--- src/hdl/pmspmv_pkg.sv ---
package pmspmv_pkg;

	localparam int VECTOR_DEPTH = 1024;
	localparam int SUM_WIDTH    = 48;

	localparam int DATA_W    = 32;
	localparam int IDX_W     = 10;
	localparam int ROW_W     = 16;
	localparam int FRAC_W    = 16;
	localparam int ADDR_W    = (VECTOR_DEPTH > 1) ? $clog2(VECTOR_DEPTH) : 1;
	localparam int NDIG      = (SUM_WIDTH + FRAC_W - 1) / FRAC_W;
	localparam int BW        = NDIG * FRAC_W;
	localparam int DIG_SEL_W = $clog2(NDIG);
	localparam int STEP_W    = $clog2(NDIG + 1);
	localparam int PROD_W    = DATA_W + FRAC_W + 1;
	localparam int ACC_W     = DATA_W + BW + 1;

	typedef enum logic [1:0] {
		CMD_LOAD  = 2'd0,
		CMD_ENTRY = 2'd1,
		CMD_LAST  = 2'd2,
		CMD_EMPTY = 2'd3
	} command_t;

	typedef enum logic [1:0] {
		REG_MATRIX = 2'd0,
		REG_ALPHA  = 2'd1,
		REG_BETA   = 2'd2
	} reg_index_t;

	typedef enum logic [1:0] {
		PH_P = 2'd0,
		PH_Q = 2'd1,
		PH_R = 2'd2
	} phase_t;

	typedef struct packed {
		logic                 accept;
		logic                 load;
		logic                 acc_en;
		logic                 mul_go;
		logic [DIG_SEL_W-1:0] digit;
		logic                 acc_first;
		logic                 acc_mid;
		logic                 acc_last;
		phase_t               phase;
		logic                 final_en;
	} dp_cmd_t;

endpackage

--- src/hdl/pmspmv_ctrl.sv ---
module pmspmv_ctrl import pmspmv_pkg::*; (
	input  logic       clk,
	input  logic       arst_n,
	input  logic       in_valid,
	output logic       in_ready,
	input  logic [1:0] command,
	output logic       out_valid,
	input  logic       out_ready,
	output dp_cmd_t    cmd
);

	typedef enum logic [1:0] {
		S_IDLE,
		S_ACC,
		S_MUL,
		S_FINAL
	} state_t;

	state_t              state_q;
	phase_t              phase_q;
	logic [STEP_W-1:0]   step_q;
	logic                finish_q;
	logic                out_valid_q;
	logic                accept;
	logic                out_free;

	assign in_ready  = (state_q == S_IDLE);
	assign accept    = in_valid && in_ready;
	assign out_free  = !out_valid_q || out_ready;
	assign out_valid = out_valid_q;

	always_comb begin
		cmd           = '0;
		cmd.accept    = accept;
		cmd.load      = accept && (command == CMD_LOAD);
		cmd.acc_en    = (state_q == S_ACC);
		cmd.phase     = phase_q;
		cmd.mul_go    = (state_q == S_MUL) && (step_q < STEP_W'(NDIG));
		cmd.digit     = DIG_SEL_W'(NDIG - 1) - step_q[DIG_SEL_W-1:0];
		cmd.acc_first = (state_q == S_MUL) && (step_q == STEP_W'(1));
		cmd.acc_mid   = (state_q == S_MUL) && (step_q > STEP_W'(1))
			&& (step_q < STEP_W'(NDIG));
		cmd.acc_last  = (state_q == S_MUL) && (step_q == STEP_W'(NDIG));
		cmd.final_en  = (state_q == S_FINAL) && out_free;
	end

	always_ff @(posedge clk or negedge arst_n) begin
		if (!arst_n) begin
			state_q     <= S_IDLE;
			phase_q     <= PH_P;
			step_q      <= '0;
			finish_q    <= 1'b0;
			out_valid_q <= 1'b0;
		end else begin
			if (out_valid_q && out_ready) begin
				out_valid_q <= 1'b0;
			end
			unique case (state_q)
				S_IDLE: begin
					if (accept) begin
						unique case (command)
							CMD_LOAD: begin
							end
							CMD_ENTRY: begin
								state_q  <= S_ACC;
								finish_q <= 1'b0;
							end
							CMD_LAST: begin
								state_q  <= S_ACC;
								finish_q <= 1'b1;
							end
							CMD_EMPTY: begin
								state_q <= S_MUL;
								phase_q <= PH_P;
								step_q  <= '0;
							end
							default: begin
							end
						endcase
					end
				end
				S_ACC: begin
					if (finish_q) begin
						state_q <= S_MUL;
						phase_q <= PH_P;
						step_q  <= '0;
					end else begin
						state_q <= S_IDLE;
					end
				end
				S_MUL: begin
					if (step_q == STEP_W'(NDIG)) begin
						step_q <= '0;
						if (phase_q == PH_R) begin
							state_q <= S_FINAL;
						end else begin
							phase_q <= (phase_q == PH_P) ? PH_Q : PH_R;
						end
					end else begin
						step_q <= step_q + STEP_W'(1);
					end
				end
				S_FINAL: begin
					if (out_free) begin
						out_valid_q <= 1'b1;
						state_q     <= S_IDLE;
					end
				end
				default: begin
					state_q <= S_IDLE;
				end
			endcase
		end
	end

	a_final_fills_output: assert property (@(posedge clk) disable iff (!arst_n)
		cmd.final_en |=> out_valid)
		else $error("result register not loaded after finish");

	a_final_no_overwrite: assert property (@(posedge clk) disable iff (!arst_n)
		cmd.final_en |-> (!out_valid || out_ready))
		else $error("finish overwrote an unaccepted result");

	a_acc_follows_accept: assert property (@(posedge clk) disable iff (!arst_n)
		state_q == S_ACC |-> $past(accept))
		else $error("accumulate without an accepted entry");

	a_step_bounded: assert property (@(posedge clk) disable iff (!arst_n)
		state_q == S_MUL |-> step_q <= STEP_W'(NDIG))
		else $error("multiply step counter out of range");

endmodule

--- config.mk ---
export PLATFORM = sky130hd
export DESIGN_NAME = pmspmv_ctrl
export DESIGN_NICKNAME = d
export VERILOG_FILES = /design/src/hdl/pmspmv_pkg.sv /design/src/hdl/pmspmv_ctrl.sv
export SDC_FILE = /design/constraint.sdc
export NUM_CORES = 1
export LEC_CHECK = 0
export ABC_CLOCK_PERIOD_IN_PS = 1200
export BUFFER_PORTS_ARGS = -buffer_cell sky130_fd_sc_hd__buf_2
export CAP_MARGIN = 25
export CELL_PAD_IN_SITES_DETAIL_PLACEMENT = 0
export CELL_PAD_IN_SITES_GLOBAL_PLACEMENT = 2
export CORE_UTILIZATION = 26
export CTS_BUF_LIST = sky130_fd_sc_hd__clkbuf_4
export DETAILED_ROUTE_END_ITERATION = 10
export PLACE_DENSITY_LB_ADDON = 0.1
export SYNTH_ARGS = -nofsm -noshare
export SYNTH_HDL_FRONTEND = slang
export SYNTH_SLANG_ARGS = --single-unit
--- constraint.sdc ---
create_clock -name clk -period 1.2 [get_ports clk]
set_clock_uncertainty 0.05 [all_clocks]
set_input_delay 0.06 -clock clk [delete_from_list [all_inputs] [get_ports clk]]
set_output_delay 0.06 -clock clk [all_outputs]
set_load 0.005 [all_outputs]
=== Word level (Yosys, flattened, before mapping) ===
Index checks and enable logic that the tools add are counted.

* Register bits: 8
* Memory bits (read-only): 0
* Output and inout port bits: 14
* Memories: 0
* Input port bits: 6
* Bits in latches: 0
* Memory bits (writable): 0

* Magnitude comparators: 2
* Multiply operators: 0
* Reduce and logical (&&, ||, !) cells: 21
* Div/mod/pow operators: 0
* Muxes and demuxes: 20
* Eq/ne operators: 17
* Shifts and indexed selects: 0
* Add/subtract/negate cells: 2
* Bitwise gates (word level): 0

{| class="wikitable"
|+ Operators with widths
! cell !! number
|-
| $mux 2 || 12
|-
| $eq 2x2->1 const B || 6
|-
| $pmux 2 s3 || 2
|-
| $ne 2x1->1 const B || 5
|-
| $logic_and 1x1->1 || 9
|-
| $pmux 2 s4 || 1
|-
| $eq 2x1->1 const B || 3
|-
| $logic_not 2->1 || 3
|-
| $reduce_and 6->1 || 1
|-
| $reduce_and 5->1 || 1
|-
| $ne 2x2->1 const B || 2
|-
| $pmux 2 s2 || 1
|-
| $reduce_and 4->1 || 1
|-
| $mux 1 || 3
|-
| $ne 3x2->1 const B || 1
|-
| $reduce_and 3->1 || 1
|-
| $reduce_bool 3->1 || 1
|-
| $add 2x1->2 const B || 1
|-
| $gt 2x1->1 const B || 1
|-
| $lt 2x2->1 const B || 1
|-
| $pmux 1 s2 || 1
|-
| $reduce_bool 2->1 || 1
|-
| $reduce_or 2->1 || 1
|-
| $sub 2x2->2 const A || 1
|-
| other kinds (2) || 2
|}

=== Longest topological paths before layout ===
Gate-level depths: netlist of the first run.

* Depth in word-level cells: 5
* Mapped depth: 6
* Mapped depth without buffers: 6

=== Worst setup path before layout of the first run ===
Ideal clock, no wire load.

* Path kind: register to register
* Start: reg state_q[1]
* End: reg phase_q[1]
* Period minus slack after synthesis: 1.316 ns
* Cell stages (with the launch flop): 5
* Path slack: -0.116 ns
* Path buffers: 1
* Required time: 1.024 ns
* Data arrival time: 1.140 ns
* Cells stage by stage: dfrtp_1 -> buf_6 -> and2b_4 -> and2_1 -> a221o_1

* Cells in the longest elaborated chain, start to end: 4

{| class="wikitable"
|+ Ends and longest elaborated chain
! what !! RTL line !! source
|-
| start: declaration || pmspmv_ctrl.sv:19 || <nowiki>state_t state_q;</nowiki>
|-
| start signal: assignment || pmspmv_ctrl.sv:49 || <nowiki>state_q <= S_IDLE;</nowiki>
|-
| start signal: assignment || pmspmv_ctrl.sv:65 || <nowiki>state_q <= S_ACC;</nowiki>
|-
| start signal: assignment || pmspmv_ctrl.sv:69 || <nowiki>state_q <= S_ACC;</nowiki>
|-
| $logic_not 2->1 || pmspmv_ctrl.sv:27, pmspmv_ctrl.sv:58 ||
|-
| $logic_and 1x1->1 || pmspmv_ctrl.sv:28 || <nowiki>assign accept = in_valid && in_ready;</nowiki>
|-
| $ne 2x1->1 (no line) || - ||
|-
| $reduce_and 6->1 (no line) || - ||
|-
| end signal: assignment || pmspmv_ctrl.sv:97 || <nowiki>phase_q <= (phase_q == PH_P) ? PH_Q : PH_R;</nowiki>
|-
| end: declaration || pmspmv_ctrl.sv:20 || <nowiki>phase_t phase_q;</nowiki>
|}

Several ways; a longest one is shown, not always the timed one.
A chain may end at the register's enable or synchronous reset.

==> results of run 1 <==
[stage by stage]
step	utilization [%]	cells	TNS (ns)	area, um^2
5_1_grt	50.82	123	-3.501	1007
6_report	50.82	123	-2.614	1007
4_1_cts	48.67	121	-2.581	964.7
3_3_place_gp	39.27	111	-0.6187	778.2
2_1_floorplan	-	55	-0.1667	581.8
3_5_place_dp	39.27	111	-0.5991	778.2
[final timing paths]
check                            from    endpoint  slack [ns]  cells past startpoint
max                        state_q[0]     cmd[10]       -0.26                      6
min                         out_ready   out_valid        0.08                      3
max reg2reg                 step_q[0]  phase_q[1]       -0.23                      7
min reg2reg                 out_valid   out_valid        0.50                      2
max in group asynchronous      arst_n  phase_q[0]        0.81                      2
min in group asynchronous      arst_n  state_q[0]        0.12                      2
[worst max-delay path, stage by stage, from the launching register on]
cell and delay [ns]:
dfrtp_1 0.40, buf_6 0.13, buf_6 0.11, nor2_4 0.09, buf_6 0.10, and3_4 0.17
buf_6 0.09
[metal layers]
metal	track usage (%)	up-vias
li1	-	272
met1	18.64	257
met2	23.47	14
met3	6.667	5
met4	5.000	0
met5	0	-
[cell type report]
class	instances	area (um^2)
clock buffers	3	22.52
fillers	199	974.7
flip-flops and latches	8	200.2
repair buffers	42	335.3
inverters	3	13.76
well taps	27	33.78
multi-input cells	40	401.6
[what timing repair did]
item,in CTS,in global routing
buffers inserted,7,2
hold buffers,1,0
resized for setup,23,6
endpoints found under the setup margin,16,17
pin swaps,7,2
hold endpoints to repair,8,0
[synth_stat cells, drive strengths merged]
library cell and instances:
a21oi 1, a221o 1, a22o 1, and2 3
and2b 2, and3 1, and3b 1, buf 4
dfrtp 8, ha 5, inv 3, mux2 2
nand2 7, nand2b 2, nor2 3, nor2b 1
nor3 1, nor4 1, o21ai 3, o22ai 1
o2bb2ai 2, o311ai 1, o31ai 1
[logic make-up (layout without fill, tap and decap cells)]
family,Yosys count,in the layout
muxes,2,2
buffers and inverters,7,48
and+or+nand+nor,22,22
DFF,8,8
adders and majority gates,5,5
AOI/OAI and AO/OA,11,11
[power by group through the flow]
stage / sequential [mW] / clock (mW) / combinational, mW
2_1_floorplan: 0.496 / 0 / 0.774
3_3_place_gp: 0.509 / 0 / 1.24
3_5_place_dp: 0.514 / 0 / 1.23
4_1_cts: 0.491 / 0.228 / 1.67
5_1_grt: 0.511 / 0.245 / 1.96
6_report: 0.497 / 0.220 / 1.77
[state kept, by name (all words and copies together) (netlist names)]
signal     cells
phase_q        2
state_q        2
step_q         2
finish_q       1
out_valid      1
==> run_results.csv, run 1 <==
group,metric,value,unit
grt,grt_start_max_net_pins,9,
setup_path,path_max_fanout,4,
synthesis,post_synth_mux_area_share,4.063,%
cells_and_area,nets,109,
route,firstDrtPassIters,2,
route,dr.max_layer_used,"met4",
floorplanning,core-area,0.001982,mm^2
route,wl_per_cell,11.46,um
synthesis,synth_area,554.3,um^2
route,dr_total_vias,548,
route,ant_nets,0,
cts,clk_latency,0.27,ns
synthesis,synth_top_area_share,36.12,%
route,drc,0,
pwr,seq_power_share,19.9,%
synthesis,synth_xor_xnor_area_share,0,%
sta,hold_ws,0.07632,ns
cts,clock_path_buffers,2,
pwr,netSwitchingFraction,37.24,%
route,drt_iter0_drc,1,
sta,min_period_over_period,121.6,%
floorplanning,die_height,48.17,um
grt,antenna_found_initial,0,
pwr,p_sw,0.9278,mW
synthesis,yosysTopAreaCell,"dfrtp_1",
synthesis,syn_area_per_cell,10.08,um^2
placed_design,io_buffers,19,
floorplanning,num_rows,16,
run_status,status,"finished with violations",
synthesis,yosys-top-cells-area,"dfrtp_1 (36%), ha_1 (11%), buf_6 (4.1%), nand2_1 (4.1%), and2b_4 (3.6%)",
pwr,leakagePower,0.4920,nW
pwr,power_frac_clock,8.8,%
setup_path,cp-start-kind,"register",
pwr,p_int,1.564,mW
sta,max_freq,685.2,MHz
cts,tritoncts,"built",
job,max_cap_violations,0,
cells_and_area,drive_above_1_share,69.79,%
setup_path,required,1.09,ns
synthesis,synth-simple-area-share,23.70,%
cells_and_area,syn_to_final_growth,81.72,%
route,met1Wirelength,625,um
grt,grt_usage,15.10,%
placed_design,gp_congestion,0.7175,
floorplanning,initial_utilization,27.97,%
sta,setup_violations,17,
route,vias_per_cell,4.455,
sta,tightestPinTransition,0.3304,ns
cts,cts_made_buffers,3,
synthesis,yosysSeqAreaShare,36.12,%
pwr,powerDensity,2474,mW/mm^2
setup_path,worst-endpoint-arrival,1.35,ns
synthesis,synth_cell_types,30,
pwr,pwr-share-comb,71.2,%
synthesis,yosysWarningCount,0,
synthesis,synth_top_family_by_area,"simple AND/OR/NAND/NOR gates",
cts,cts_root_buf,"clkbuf_4",
placed_design,dp_slack,-0.1623,ns
sta,layout_min_cycle_time,1.459,ns
placed_design,dp_hpwl,1.021,mm
floorplanning,die_area,0.002320,mm^2
sta,hold_viol_final,0,
synthesis,synth_fa_ha_area_share,11.29,%
sta,relSlewSlack,77.69,%
floorplanning,io_pins,20,
synthesis,syn-num-nets,66,
sta,fin_ws,-0.2594,ns
sta,drv_slew,0,
route,dr_wl_met2,683,um
setup_path,critical_path_class,"register to output pin",
sta,rsz0062_at_grt,"yes",
cts,cts.sink_count,8,
floorplanning,fp.dieW,48.17,um
pwr,power,2.492,mW
synthesis,synth_cells,55,
synthesis,synth_compound_area_share,16.03,%
cells_and_area,final_cell_mix,"buf_2 (14), buf_6 (14), buf_4 (13), dfrtp_1 (8), nand2_1 (4)",
cts,clk_pin_slew_worst_paths,0.06,ns
grt,grt_overflow,0,
run_status,violations,"setup timing",
cells_and_area,diodes,0,
pwr,irDropWorstVdd,1.288,mV
min_path,hold_class,"primary input to register",
route,wl_met3,74,um
grt,grt_pass1_wl,2.290,mm
synthesis,ys_seq_elements,8,
route,drt_wl_total,1.410,mm
grt,grt_pass1_vias,515,
setup_path,end_kind,"output pin",
cts,htree_levels,1,
(Power assumes the default switching activity.)
==> run 2, diff against run 1 <==
--- a/config.mk
+++ b/config.mk
@@ -10,6 +10,7 @@
 export CAP_MARGIN = 25
 export CELL_PAD_IN_SITES_DETAIL_PLACEMENT = 0
 export CELL_PAD_IN_SITES_GLOBAL_PLACEMENT = 2
+export CORE_MARGIN = 3
 export CORE_UTILIZATION = 26
 export CTS_BUF_LIST = sky130_fd_sc_hd__clkbuf_4
 export DETAILED_ROUTE_END_ITERATION = 10
==> constraint.sdc (replaced) <==
create_clock -name clk -period 1.2 [get_ports clk]
set_clock_uncertainty 0.05 [all_clocks]
set_input_delay 0 -clock clk [delete_from_list [all_inputs] [get_ports clk]]
set_output_delay 0 -clock clk [all_outputs]
set_load 0.005 [all_outputs]
==> run 2 against run 1 <==
  * The flow still finishes with violations (setup timing)
  * Combinational power is 11% higher
  * Die area is 17% higher
  * Non-clock buffer count is 4 higher
  * Critical path depth is 2 lower
  * Count of clock-buffer cells in the layout stayed put
  * Register-to-register slack hardly changed
  * Total power is 9.3% higher
  * Hold slack worse by 0.067 ns
  * First-iteration DRC count stayed put
  * Cell count is 3.3% higher
  * Via count is 1.6% higher
  * Global-route usage is 2.4 points lower
  * Highest routed layer unchanged
==> run_results.csv, run 2 (synthesis results as in run 1) <==
group,metric,value,unit
route,drc,0,
sta,setup_violations,16,
sta,fin_ws,-0.2338,ns
grt,grt_start_max_net_pins,9,
setup_path,slowest_delay,0.43,ns
setup_path,critical_path.cell_chain,"buf_6, nand2b_4, nor4_4, buf_2",
setup_path,cp-start-kind,"register",
placed_design,placed_cell_area,785.8,um^2
run_status,violations,"setup timing",
min_path,hold_class,"primary input to register",
setup_path,path_max_fanout,4,
pwr,leakagePower,0.5198,nW
cells_and_area,largest_registers,"phase_q (2), state_q (2), step_q (2)",
setup_path,cpMaxStageDelayCell,"dfrtp_2",
sta,relSlewSlack,81.47,%
cells_and_area,final_common_cell,"buf_4",
placed_design,io_buffers,19,
route,dr_total_vias,557,
floorplanning,fp.dieW,52.17,um
route,drt_iter0_drc,1,
cts,tritoncts,"built",
cts,cts_made_buffers,3,
sta,layout_min_cycle_time,1.434,ns
placed_design,gp_congestion,0.7155,
sta,tightestPinTransition,0.2769,ns
cells_and_area,nets,113,
cells_and_area,diodes,0,
run_status,status,"finished with violations",
cts,clk_latency,0.26,ns
placed_design,dp_slack,-0.1420,ns
cts,htree_levels,1,
setup_path,reg2reg_from,"state_q[0]",
cts,cts_root_buf,"clkbuf_4",
setup_path,cp.buffers_inverters,2,
sta,hold_viol_final,0,
setup_path,end_kind,"output pin",
sta,min_period_over_period,119.5,%
pwr,p_int,1.708,mW
min_path,min-delay-start,"out_ready",
pwr,pwr-share-comb,72.3,%
min_path,min_to,"out_valid",
grt,grt_pass1_vias,587,
floorplanning,die_height,52.17,um
pwr,seq_power_share,19.6,%
cts,clock_path_buffers,2,
pwr,p_sw,1.015,mW
setup_path,required,1.15,ns
setup_path,critical_path_class,"register to output pin",
floorplanning,core-area,0.001982,mm^2
cells_and_area,syn_to_final_growth,87.59,%
setup_path,cp-startpoint,"state_q[0]",
setup_path,worstReg2RegEnd,"finish_q",
cells_and_area,design_area,0.001040,mm^2
pwr,irDropWorstVdd,1.410,mV
setup_path,reg2reg_slack,-0.23,ns
pwr,powerDensity,2620,mW/mm^2
cts,cts.sink_count,8,
cells_and_area,drive_above_1_share,72.00,%
floorplanning,num_rows,16,
grt,grt_pass1_wl,2.511,mm
grt,grt_overflow,0,
floorplanning,die_area,0.002722,mm^2
grt,grt_usage,12.69,%
setup_path,path_delay_family,"flip-flops",
floorplanning,initial_utilization,27.97,%
cts,clk_pin_slew_worst_paths,0.05,ns
cells_and_area,final_cell_mix,"buf_4 (19), buf_2 (15), buf_6 (11), dfrtp_1 (6), nand2_1 (4)",
floorplanning,io_pins,20,
placed_design,dp_hpwl,1.048,mm
sta,max_freq,697.5,MHz
route,vias_per_cell,4.386,
sta,drv_slew,0,
sta,rsz0062_at_grt,"yes",
route,ant_nets,0,
route,wl_per_cell,11.72,um
grt,antenna_found_initial,0,
min_path,min_path_cells,3,
setup_path,worst-endpoint-arrival,1.38,ns
route,drt_wl_total,1.488,mm
pwr,netSwitchingFraction,37.28,%
pwr,power_frac_clock,8.0,%
setup_path,ff2ff_path_depth,6,
job,max_cap_violations,0,
route,firstDrtPassIters,2,
==> run 2: layout make-up <==
| cell class | instances | area [um^2] |
|---|---|---|
| multi-input combinational | 40 | 412.9 |
| clock buffer | 3 | 22.52 |
| inverter | 3 | 16.27 |
| sequential | 8 | 202.7 |
| fill | 180 | 942.2 |
| timing repair buffer | 46 | 351.6 |
| tap | 27 | 33.78 |
==> run 2: worst max-delay path by stage <==
stage                  to  cells after the start
2_1_floorplan   step_q[0]                      5
3_3_place_gp   phase_q[1]                      4
3_5_place_dp    step_q[0]                      4
4_1_cts            cmd[4]                      4
5_1_grt           cmd[10]                      6
6_report           cmd[4]                      4
==> run 2: per-layer routing <==
metal	track usage, %	up-vias	wire, um
met1	14.51	256	601
li1	-	280	-
met5	0	-	0
met2	20.71	16	755
met3	2.849	5	83
met4	8.936	0	48
==> run 2: worst reg2reg max path, cell delays in order, from the launching register on <==
cell,delay (ns)
dfrtp_2,0.43
buf_4,0.15
buf_6,0.11
nor2_4,0.08
and2_4,0.16
nand2_2,0.05
mux2_4,0.28
==> run 2: power groups by stage <==
stage	sequential (mW)	clock, mW	combinational [mW]
finish	0.535	0.218	1.97
floorplan	0.496	0	0.774
global route	0.553	0.240	2.15
detailed placement	0.515	0	1.22
CTS	0.537	0.223	1.79
global placement	0.512	0	1.23
==> run 2: what timing repair did <==
| item | CTS | global route |
|---|---|---|
| gates resized for setup | 25 | 6 |
| hold buffers | 1 | 0 |
| hold endpoints to repair | 8 | 0 |
| pin swaps | 11 | 6 |
| setup buffers | 8 | 3 |
| endpoints found under the setup margin | 14 | 17 |
==> run 2: per-stage QoR <==
step	hold WS [ns]	TNS, ns	cells	total power, mW	util, %
global placement	-0.1928	-0.3999	112	1.743	39.65
detailed placement	-0.1973	-0.4537	112	1.733	39.65
floorplan	-0.3456	-0.1667	55	1.270	-
finish	0.009275	-2.135	127	2.724	52.46
global route	0.03742	-2.932	127	2.941	52.46
CTS	0.01157	-1.656	124	2.551	50.00
